$ cat config.mk
export PLATFORM = sky130hd
export DESIGN_NAME = delimiter_token_splitter
export DESIGN_NICKNAME = d
export VERILOG_FILES = /design/src/rtl/core/dts_pkg.sv /design/src/rtl/core/delimiter_token_splitter.sv /design/src/rtl/core/dts_cell.sv /design/src/rtl/core/dts_out.sv
export SDC_FILE = /design/constraint.sdc
export NUM_CORES = 1
export LEC_CHECK = 0
export BUFFER_PORTS_ARGS = -buffer_cell sky130_fd_sc_hd__buf_2
export CAP_MARGIN = 25
export CORE_MARGIN = 5
export CORE_UTILIZATION = 53
export DETAILED_ROUTE_END_ITERATION = 10
export HOLD_SLACK_MARGIN = 0.08
export PLACE_DENSITY = 0.76
export SYNTH_ARGS = -nofsm -noshare
export SYNTH_HDL_FRONTEND = slang
export SYNTH_SLANG_ARGS = --single-unit
export TNS_END_PERCENT = 100
$ cat constraint.sdc
create_clock -name clk -period 3 [get_ports clk]
set_clock_uncertainty 0.15 [all_clocks]
set_input_delay 0.3 -clock clk [delete_from_list [all_inputs] [get_ports clk]]
set_output_delay 0.3 -clock clk [all_outputs]
set_load 0.02 [all_outputs]
$ cat src/rtl/core/dts_pkg.sv
package dts_pkg;

    localparam int MAX_DELIM_DEF = 8;
    localparam int PATTERN_BYTES = 8;
    localparam int LEN_W         = 4;
    localparam int PATTERN_W     = 64;

    localparam logic [0:0] CFG_DELIM_LENGTH  = 1'b0;
    localparam logic [0:0] CFG_DELIM_PATTERN = 1'b1;

    localparam logic [LEN_W-1:0]     LEN_RESET     = 4'd1;
    localparam logic [PATTERN_W-1:0] PATTERN_RESET = 64'h0000_0000_0000_0020;

    localparam logic [7:0] SPACE_BYTE = 8'h20;
    localparam logic [7:0] TAB_BYTE   = 8'h09;
    localparam logic [7:0] CR_BYTE    = 8'h0d;

    typedef struct packed {
        logic [7:0] tok_byte;
        logic       byte_valid;
        logic       tok_end;
        logic       done;
    } res_t;

    typedef struct packed {
        logic emit;
        logic finish;
        res_t res;
    } req_t;

    function automatic logic is_space(input logic [7:0] b);
        return (b == SPACE_BYTE) || ((b >= TAB_BYTE) && (b <= CR_BYTE));
    endfunction

endpackage

$ cat src/rtl/core/delimiter_token_splitter.sv
// Streaming string splitter. One source byte per input beat (byte_present), src_end closes
// the string; tokens come out one byte per output beat, each token closed by a beat with
// tok_end, the final beat of a string carrying split_done, and run_last marking the last
// beat caused by an input beat. A row of byte cells holds the partial delimiter match and
// handles one byte per cycle while the output stage is not full and stalled. An input beat
// is accepted, bytes are released from or passed through the row one at a time, the row is
// found matching or empty, and a finish step follows; when src_end is set, draining the
// held bytes, a second empty check and the closing beat come before the finish. Every
// step after acceptance waits while the output stage is full and stalled; the output
// stage holds one beat back so that run_last is known before it is shown. Write
// delim_length and delim_pattern only while the block is idle; a single space delimiter
// selects whitespace splitting.
module delimiter_token_splitter #(
    parameter int MAX_DELIM = dts_pkg::MAX_DELIM_DEF
) (
    input  logic        clk,
    input  logic        rst_n,
    input  logic        cfg_we,
    input  logic [0:0]  cfg_index,
    input  logic [63:0] cfg_data,
    input  logic        in_valid,
    output logic        in_stall,
    input  logic [7:0]  src_byte,
    input  logic        byte_present,
    input  logic        src_end,
    output logic        out_valid,
    input  logic        out_stall,
    output logic [7:0]  tok_byte,
    output logic        tok_byte_valid,
    output logic        tok_end,
    output logic        split_done,
    output logic        run_last
);

    localparam int NCELL = (MAX_DELIM < dts_pkg::PATTERN_BYTES) ? MAX_DELIM
                                                                 : dts_pkg::PATTERN_BYTES;
    localparam int CNT_W = $clog2(NCELL + 1);

    localparam logic [2:0] S_IDLE   = 3'd0;
    localparam logic [2:0] S_WS     = 3'd1;
    localparam logic [2:0] S_SCAN   = 3'd2;
    localparam logic [2:0] S_DRAIN  = 3'd3;
    localparam logic [2:0] S_FINAL  = 3'd4;
    localparam logic [2:0] S_FINISH = 3'd5;

    logic [dts_pkg::LEN_W-1:0]     len_reg;
    logic [dts_pkg::LEN_W-1:0]     len_next;
    logic [dts_pkg::PATTERN_W-1:0] pattern_reg;
    logic [dts_pkg::PATTERN_W-1:0] pattern_next;
    logic [2:0]                    state_reg;
    logic [2:0]                    state_next;
    logic [CNT_W-1:0]              cnt_reg;
    logic [CNT_W-1:0]              cnt_next;
    logic                          tok_ne_reg;
    logic                          tok_ne_next;
    logic                          end_reg;
    logic                          end_next;

    logic [dts_pkg::LEN_W-1:0] eff_len;
    logic [dts_pkg::LEN_W-1:0] cnt_ext;
    logic                      ws_mode;
    logic                      window_match;
    logic                      load_en;
    logic                      shift;
    logic                      adv;
    dts_pkg::req_t             req;

    logic [7:0]       cell_byte [NCELL];
    logic [NCELL-1:0] cell_eq;
    logic [NCELL-1:0] prefix_ok;

    always_comb
    begin
        if (len_reg == '0)
        begin
            eff_len = dts_pkg::LEN_W'(1);
        end
        else if (len_reg > dts_pkg::LEN_W'(NCELL))
        begin
            eff_len = dts_pkg::LEN_W'(NCELL);
        end
        else
        begin
            eff_len = len_reg;
        end
    end

    assign ws_mode      = (eff_len == dts_pkg::LEN_W'(1))
                          && (pattern_reg[7:0] == dts_pkg::SPACE_BYTE);
    assign cnt_ext      = dts_pkg::LEN_W'(cnt_reg);
    assign window_match = (&prefix_ok) && (cnt_ext <= eff_len);

    // byte cells: cell 0 is the oldest held byte, shifting moves every byte one cell down
    for (genvar g = 0; g < NCELL; g++)
    begin : g_cell
        logic [7:0] din_next;
        logic       load_g;

        if (g == NCELL - 1)
        begin : g_tail
            assign din_next = 8'h00;
        end
        else
        begin : g_link
            assign din_next = cell_byte[g+1];
        end

        assign load_g       = load_en && (cnt_reg == CNT_W'(g));
        assign prefix_ok[g] = (cnt_reg <= CNT_W'(g)) || cell_eq[g];

        dts_cell u_cell (
            .clk        (clk),
            .load       (load_g),
            .shift      (shift),
            .din_new    (src_byte),
            .din_next   (din_next),
            .delim_byte (pattern_reg[8*g +: 8]),
            .byte_q     (cell_byte[g]),
            .eq         (cell_eq[g])
        );
    end

    always_comb
    begin
        len_next     = len_reg;
        pattern_next = pattern_reg;
        if (cfg_we)
        begin
            case (cfg_index)
                dts_pkg::CFG_DELIM_LENGTH:  len_next     = cfg_data[dts_pkg::LEN_W-1:0];
                dts_pkg::CFG_DELIM_PATTERN: pattern_next = cfg_data;
                default:                    len_next     = len_reg;
            endcase
        end
    end

    always_comb
    begin
        state_next  = state_reg;
        cnt_next    = cnt_reg;
        tok_ne_next = tok_ne_reg;
        end_next    = end_reg;
        load_en     = 1'b0;
        shift       = 1'b0;
        req         = '0;
        case (state_reg)
            S_IDLE:
            begin
                if (in_valid)
                begin
                    load_en  = byte_present;
                    end_next = src_end;
                    if (byte_present)
                    begin
                        cnt_next = cnt_reg + CNT_W'(1);
                    end
                    if (ws_mode)
                    begin
                        state_next = (byte_present || src_end) ? S_WS : S_FINISH;
                    end
                    else if (byte_present)
                    begin
                        state_next = S_SCAN;
                    end
                    else
                    begin
                        state_next = src_end ? S_DRAIN : S_FINISH;
                    end
                end
            end
            S_WS:
            begin
                if (adv)
                begin
                    if (cnt_reg == '0)
                    begin
                        state_next = end_reg ? S_FINAL : S_FINISH;
                    end
                    else
                    begin
                        shift    = 1'b1;
                        cnt_next = cnt_reg - CNT_W'(1);
                        if (dts_pkg::is_space(cell_byte[0]))
                        begin
                            if (tok_ne_reg)
                            begin
                                req.emit        = 1'b1;
                                req.res.tok_end = 1'b1;
                                tok_ne_next     = 1'b0;
                            end
                        end
                        else
                        begin
                            req.emit           = 1'b1;
                            req.res.tok_byte   = cell_byte[0];
                            req.res.byte_valid = 1'b1;
                            tok_ne_next        = 1'b1;
                        end
                    end
                end
            end
            S_SCAN:
            begin
                if (adv)
                begin
                    if (window_match)
                    begin
                        if (cnt_ext == eff_len)
                        begin
                            req.emit        = 1'b1;
                            req.res.tok_end = 1'b1;
                            tok_ne_next     = 1'b0;
                            cnt_next        = '0;
                        end
                        state_next = end_reg ? S_DRAIN : S_FINISH;
                    end
                    else
                    begin
                        req.emit           = 1'b1;
                        req.res.tok_byte   = cell_byte[0];
                        req.res.byte_valid = 1'b1;
                        tok_ne_next        = 1'b1;
                        shift              = 1'b1;
                        cnt_next           = cnt_reg - CNT_W'(1);
                    end
                end
            end
            S_DRAIN:
            begin
                if (adv)
                begin
                    if (cnt_reg != '0)
                    begin
                        req.emit           = 1'b1;
                        req.res.tok_byte   = cell_byte[0];
                        req.res.byte_valid = 1'b1;
                        tok_ne_next        = 1'b1;
                        shift              = 1'b1;
                        cnt_next           = cnt_reg - CNT_W'(1);
                    end
                    else
                    begin
                        state_next = S_FINAL;
                    end
                end
            end
            S_FINAL:
            begin
                if (adv)
                begin
                    req.emit        = 1'b1;
                    req.res.tok_end = tok_ne_reg;
                    req.res.done    = 1'b1;
                    tok_ne_next     = 1'b0;
                    state_next      = S_FINISH;
                end
            end
            S_FINISH:
            begin
                req.finish = 1'b1;
                if (adv)
                begin
                    state_next = S_IDLE;
                end
            end
            default:
            begin
                state_next = S_IDLE;
            end
        endcase
    end

    always_ff @(posedge clk or negedge rst_n)
    begin
        if (!rst_n)
        begin
            len_reg     <= dts_pkg::LEN_RESET;
            pattern_reg <= dts_pkg::PATTERN_RESET;
            state_reg   <= S_IDLE;
            cnt_reg     <= '0;
            tok_ne_reg  <= 1'b0;
            end_reg     <= 1'b0;
        end
        else
        begin
            len_reg     <= len_next;
            pattern_reg <= pattern_next;
            state_reg   <= state_next;
            cnt_reg     <= cnt_next;
            tok_ne_reg  <= tok_ne_next;
            end_reg     <= end_next;
        end
    end

    assign in_stall = (state_reg != S_IDLE);

    dts_out u_out (
        .clk            (clk),
        .rst_n          (rst_n),
        .req            (req),
        .adv            (adv),
        .out_valid      (out_valid),
        .out_stall      (out_stall),
        .tok_byte       (tok_byte),
        .tok_byte_valid (tok_byte_valid),
        .tok_end        (tok_end),
        .split_done     (split_done),
        .run_last       (run_last)
    );

endmodule

$ cat src/rtl/core/dts_cell.sv
module dts_cell (
    input  logic       clk,
    input  logic       load,
    input  logic       shift,
    input  logic [7:0] din_new,
    input  logic [7:0] din_next,
    input  logic [7:0] delim_byte,
    output logic [7:0] byte_q,
    output logic       eq
);

    logic [7:0] byte_reg;
    logic [7:0] byte_next;

    always_comb
    begin
        byte_next = byte_reg;
        if (load)
        begin
            byte_next = din_new;
        end
        else if (shift)
        begin
            byte_next = din_next;
        end
    end

    always_ff @(posedge clk)
    begin
        byte_reg <= byte_next;
    end

    assign byte_q = byte_reg;
    assign eq     = (byte_reg == delim_byte);

endmodule

$ cat src/rtl/core/dts_out.sv
module dts_out (
    input  logic              clk,
    input  logic              rst_n,
    input  dts_pkg::req_t     req,
    output logic              adv,
    output logic              out_valid,
    input  logic              out_stall,
    output logic [7:0]        tok_byte,
    output logic              tok_byte_valid,
    output logic              tok_end,
    output logic              split_done,
    output logic              run_last
);

    dts_pkg::res_t hold_reg;
    dts_pkg::res_t hold_next;
    logic          hold_valid_reg;
    logic          hold_valid_next;
    dts_pkg::res_t out_res_reg;
    dts_pkg::res_t out_res_next;
    logic          out_last_reg;
    logic          out_last_next;
    logic          out_valid_reg;
    logic          out_valid_next;
    logic          out_free;
    logic          emit_fire;
    logic          fin_fire;
    logic          push;

    assign out_free  = !out_valid_reg || !out_stall;
    assign adv       = !hold_valid_reg || out_free;
    assign emit_fire = req.emit && adv;
    assign fin_fire  = req.finish && adv;
    assign push      = hold_valid_reg && (emit_fire || fin_fire);

    // the held result goes out marked last only when the item finishes
    always_comb
    begin
        hold_next       = hold_reg;
        hold_valid_next = hold_valid_reg;
        out_res_next    = out_res_reg;
        out_last_next   = out_last_reg;
        out_valid_next  = out_valid_reg && out_stall;
        if (push)
        begin
            out_res_next   = hold_reg;
            out_last_next  = fin_fire;
            out_valid_next = 1'b1;
        end
        if (emit_fire)
        begin
            hold_next       = req.res;
            hold_valid_next = 1'b1;
        end
        else if (fin_fire)
        begin
            hold_valid_next = 1'b0;
        end
    end

    always_ff @(posedge clk or negedge rst_n)
    begin
        if (!rst_n)
        begin
            hold_valid_reg <= 1'b0;
            out_valid_reg  <= 1'b0;
        end
        else
        begin
            hold_valid_reg <= hold_valid_next;
            out_valid_reg  <= out_valid_next;
        end
    end

    always_ff @(posedge clk)
    begin
        hold_reg     <= hold_next;
        out_res_reg  <= out_res_next;
        out_last_reg <= out_last_next;
    end

    assign out_valid      = out_valid_reg;
    assign tok_byte       = out_res_reg.tok_byte;
    assign tok_byte_valid = out_res_reg.byte_valid;
    assign tok_end        = out_res_reg.tok_end;
    assign split_done     = out_res_reg.done;
    assign run_last       = out_last_reg;

endmodule

# After elaboration in Yosys (flattened, before gate mapping)
# Cells that the tools add are included.
dict set report totals {
  ff_bits 166
  romBits 0
  input_bits 80
  out_inout_bits 14
  latch_bits 0
  ramBits 0
  mem_count 0
  word_cells 219
}
dict set report classes {
  bitwise 1
  n_addsub 2
  eq_ne 37
  n_reduce_logical 54
  div 0
  n_mul 0
  n_shift 0
  magnitude_cmp 12
  mux 88
}
# op count
set ops {}
lappend ops {{$mux 8} 16}
lappend ops {{$eq 8x8->1} 8}
lappend ops {{$mux 4} 11}
lappend ops {{$mux 3} 14}
lappend ops {{$mux 9} 4}
lappend ops {{$mux 1} 32}
lappend ops {{$mux 10} 3}
lappend ops {{$pmux 9 s3} 1}
lappend ops {{$pmux 3 s6} 1}
lappend ops {{$reduce_and 9->1} 2}
lappend ops {{$reduce_bool 2->1} 9}
lappend ops {{$eq 4x3->1 const B} 4}
lappend ops {{$eq 8x6->1 const B} 2}
lappend ops {{$le 4x3->1 const B} 4}
lappend ops {{$pmux 4 s4} 1}
lappend ops {{$reduce_and 8->1} 2}
lappend ops {{$logic_and 1x1->1} 15}
lappend ops {{$ne 2x2->1 const B} 7}
lappend ops {{$logic_or 1x1->1} 13}
lappend ops {{$reduce_bool 4->1} 3}
lappend ops {{$ne 2x1->1 const B} 5}
lappend ops {{$eq 4x1->1 const B} 2}
lappend ops {{$eq 4x2->1 const B} 2}
lappend ops {{$ge 8x4->1 const B} 1}
lappend ops {{21 further kinds} 32}

# Longest topological paths before layout
dict set report depth {
  word_depth 12
  ltp_mapped 11
  mapped_depth_nobuf 11
}

# Hierarchy
# From an unflattened synthesis, not the netlist that was laid out.
dict set report hier_totals {
  cells_unflattened 586
  area_unflattened_um2 8334.2
}
# module n_inst seq_area_each_um2 cells_per_inst area_per_inst_um2
set modules_own_cells {}
lappend modules_own_cells {delimiter_token_splitter 1 1929.4 319 3826.2}
lappend modules_own_cells {dts_cell 8 240.2 29 464.2}
lappend modules_own_cells {dts_out 1 740.7 35 794.5}

# Worst setup path before layout
# Ideal clock, no wire load.
dict set report synth_path {
  path_kind {register -> register}
  startpoint {register cnt_reg[0], in the netlist cnt_ext[0]}
  endpoint {register u_out.out_last_reg, in the netlist u_out.run_last, enable pin}
  setup_ns 0.399
  path_stages_with_launch 10
  path_buffers 1
  t_required_ns 2.451
  t_arrival_ns 2.738
  slack_ns -0.287
  synth_period_minus_slack_ns 3.287
  cell_sequence {dfrtp_1 > inv_1 > ha_1 > and2_1 > buf_2 > nor2_1 > o211ai_1 > a221oi_1 > a21bo_2 > a21boi_0}
}
dict set report synth_via {
  elab_chain_cells 10
  elab_cells_between_ends 33
  classes_between {order compare (9); eq/ne (1); mux (8); reduce/logical (15)}
}
# item line
set synth_lines {}
lappend synth_lines {{start: declaration} delimiter_token_splitter.sv:52} ;# logic [CNT_W-1:0] cnt_reg;
lappend synth_lines {{start signal: assignment} delimiter_token_splitter.sv:289} ;# cnt_reg <= cnt_next;
lappend synth_lines {{$le 4x1->1 (tied with other cells)} delimiter_token_splitter.sv:109} ;# assign prefix_ok[g] = (cnt_reg <= CNT_W'(g)) || cell_eq[g];
lappend synth_lines {{$logic_or 1x1->1} delimiter_token_splitter.sv:109}
lappend synth_lines {{$reduce_and 8->1} delimiter_token_splitter.sv:91} ;# assign window_match = (&prefix_ok) && (cnt_ext <= eff_len);
lappend synth_lines {{$logic_and 1x1->1} delimiter_token_splitter.sv:91}
lappend synth_lines {{$mux 1} delimiter_token_splitter.sv:206} ;# if (window_match)
lappend synth_lines {{$mux 1} delimiter_token_splitter.sv:204} ;# if (adv)
lappend synth_lines {{$pmux 1 s4 (*)} delimiter_token_splitter.sv:146} ;# case (state_reg)
lappend synth_lines {{$logic_and 1x1->1 (*)} dts_out.sv:32} ;# assign emit_fire = req.emit && adv;
lappend synth_lines {{$logic_or 1x1->1 (*)} dts_out.sv:34} ;# assign push = hold_valid_reg && (emit_fire || fin_fire);
lappend synth_lines {{$logic_and 1x1->1 (*)} dts_out.sv:34}
lappend synth_lines {{net u_out.push} dts_out.sv:28} ;# logic push;
lappend synth_lines {{end signal: assignment} dts_out.sv:79} ;# out_last_reg <= out_last_next;
lappend synth_lines {{end: declaration} dts_out.sv:21} ;# logic out_last_reg;
# The timed path passes the listed nets; every way through them passes the cells marked *.
# A chain may end at the register's enable or synchronous reset.

==> impl_metrics.json <==
{
  "synth-compound-area-share_pct": 5.37,
  "use_met2_pct": 36.2,
  "drc": 0,
  "start_util_pct": 54.6,
  "cts.sinks": 166,
  "min_period_over_period_pct": 95.1,
  "crit_arrival_ns": 2.88,
  "grt_busiest_layer": "met2",
  "post_dp_cell_area_mm2": 0.00871,
  "syn_nets": 673,
  "area_growth_syn_to_layout_pct": 25.7,
  "hold_violations": 0,
  "ir_drop_mv": 0.508,
  "path_max_fanout": 19,
  "viasPerCell": 5.63,
  "core_mm2": 0.0146,
  "grt_pass1_wl_um": 29800,
  "dp_hpwl_um": 12500,
  "layout_min_cycle_time_ns": 2.85,
  "placedCellCount": 855,
  "crit_required_ns": 3.03,
  "r2r_setup_slack_ns": 0.21,
  "nFillCells": 999,
  "initialDrtViolationCount": 322,
  "diodes": 0,
  "yosysSeqAreaShare_pct": 57.4,
  "die_area_mm2": 0.0176,
  "synthAdderAreaFrac_pct": 1.41,
  "cts_buffers": 17,
  "grt_antenna_before_repair": 0,
  "drt_wl_total_um": 18200,
  "io_buffers": 93,
  "grt_overflow": 0,
  "async_flop_share_pct": 47.6,
  "grt_pass1_vias": 5703,
  "fmax_ghz": 0.350,
  "instances_no_fill": 957,
  "critPathLaunch": "out_stall",
  "synth_edf_count": 87,
  "use_met3_pct": 4.82,
  "reg2reg_depth": 8,
  "tightest_slew_ns": 0.534,
  "hold_class": "in2reg",
  "worst-setup-path-type": "in2reg",
  "nets": 849,
  "syn_inst": 584,
  "critPathCapture": "g_cell[6].u_cell.byte_q[3]",
  "rows": 44,
  "setup_viol": 0,
  "die_width_um": 133,
  "start_kind": "input port",
  "drtAntennaViolNets": 0,
  "num_vias": 5392,
  "cts_tree": "built",
  "place_congestion": 0.940,
  "cts_htree_levels": 4,
  "stdcell_area_mm2": 0.0100,
  "ys_ff_latch": 166,
  "synthesis.area_mm2": 0.00800,
  "maxCapViolCount": 0,
  "yosys_warnings": 0,
  "p_leak_nw": 3.97,
  "status": "complete, no violations",
  "synth_top_family_by_area": "multiplexers",
  "worstReg2RegEnd": "g_cell[6].u_cell.byte_q[3]",
  "drive_gt1_share_pct": 37.3,
  "final_common_cell": "mux2_2",
  "p_per_area_mw_per_mm2": 825,
  "die_h_um": 133,
  "whs_ns": 0.101,
  "yosys_most_used_dff": "edfxtp_1",
  "power_w": 0.00829,
  "clk_path_buf_depth": 2,
  "yosysUniqueCellTypes": 64,
  "end_kind": "register",
  "relSlewSlack_pct": 63.9,
  "r2r-start": "state_reg[0]",
  "final_cell_mix": "mux2_2, buf_2, edfxtp_1",
  "grt_start_max_net_pins": 80,
  "muxShareOfSynthArea_pct": 17.7,
  "drtPass1Iterations": 5,
  "synth-xor-area-share_pct": 7.01,
  "syn_avg_cell_area_um2": 13.7,
  "yosys.area_share.simple_pct": 9.55,
  "clock_latency_ns": 0.44,
  "io_pins": 94,
  "clk_pin_slew_ns": 0.06,
  "maxSlewViolCount": 0,
  "grt_use_total_pct": 21.6,
  "met1_usage_pct": 27.1,
  "clock-root-buffer": "clkbuf_16",
  "wl_per_cell_um": 19.0
}
cell usage after synthesis (all sizes together) (3+ instances only):
cell,number,area share (%)
xnor2,56,6.1
nor2b,3,0.23
nor4,3,0.23
nor2,25,1.2
nor4b,3,0.33
and3,13,1.1
o21ai,15,0.94
clkbuf,12,0.58
nand2,30,1.7
nand3,8,0.63
nand2b,3,0.23
buf,6,0.56
inv,8,0.38
a21oi,8,0.69
and2,3,0.23
dfrtp,77,24
ha,9,1.4
mux2,124,17
nor3,8,0.56
edfxtp,87,33
nand4,18,1.4
xor2,8,0.88
o211ai,8,0.75
nor3b,9,0.99
routing by layer:
layer	vias up	share of wire (%)
met5	-	0
met4	0	2.7
met3	36	4.7
met2	176	51
met1	2649	42
li1	2531	-
repair_timing:
action	4_1_cts	5_1_grt
hold buffers	67	0
buffers inserted	0	2
endpoints found under the setup margin	0	72
gates resized for setup	0	8
endpoints found under the hold margin	147	0
critical path: stages:
cell	delay, ns
dlygate4sd3_1	0.53
buf_2	0.13
and3_4	0.21
a211o_1	0.36
a21oi_4	0.24
nand2_4	0.11
nor3b_4	0.26
and3_1	0.21
buf_4	0.18
mux2_2	0.35
power by group:
group / switching [W] / leakage [nW] / total (W) / internal (W)
logic: 0.00144 / 1.94 / 0.00258 / 0.00114
clock network: 0.000844 / 0.300 / 0.00217 / 0.00133
registers: 0.000382 / 1.73 / 0.00354 / 0.00316
per-stage QoR:
step           worst slack [ns]  util, %  TNS, ns
2_1_floorplan            0.0455        -        0
4_1_cts                  0.0252     68.1        0
6_report                  0.146     68.6        0
3_5_place_dp             0.0514     59.5        0
3_3_place_gp              0.280     59.5        0
5_1_grt                 -0.0105     68.6  -0.0744
layout make-up:
cell class                 count  area, µm²  share of cell area [%]
inverter                       8       30.0                   0.299
multi-input combinational    392       3310                    32.9
tap                          184        230                    2.29
sequential                   166       4590                    45.7
timing repair buffer         175       1280                    12.8
clock inverter                 7       62.6                   0.623
clock buffer                  25        539                    5.37
cell families (layout without fill, tap and decap cells):
kind of cell | after synthesis | after routing
AO/OA/AOI/OAI | 60 | 60
flip-flops | 166 | 166
AND/OR/NAND/NOR | 133 | 133
XOR/XNOR | 64 | 64
adder cells (fa/ha/maj) | 9 | 9
multiplexers | 126 | 126
buffers and inverters | 26 | 215
how the worst min path moves through the flow:
stage	to	slack [ns]	startpoint	cells after the start
5_1_grt	end_reg	0.12	in_valid	3
2_1_floorplan	cnt_ext[0]	-0.15	rst_n	0
4_1_cts	end_reg	0.08	in_valid	3
6_report	end_reg	0.10	in_valid	3
3_3_place_gp	u_out.tok_byte_valid	0.26	u_out.hold_reg[2]	0
3_5_place_dp	u_out.tok_byte[3]	0.26	u_out.hold_reg[6]	0
(Power assumes the default switching activity.)
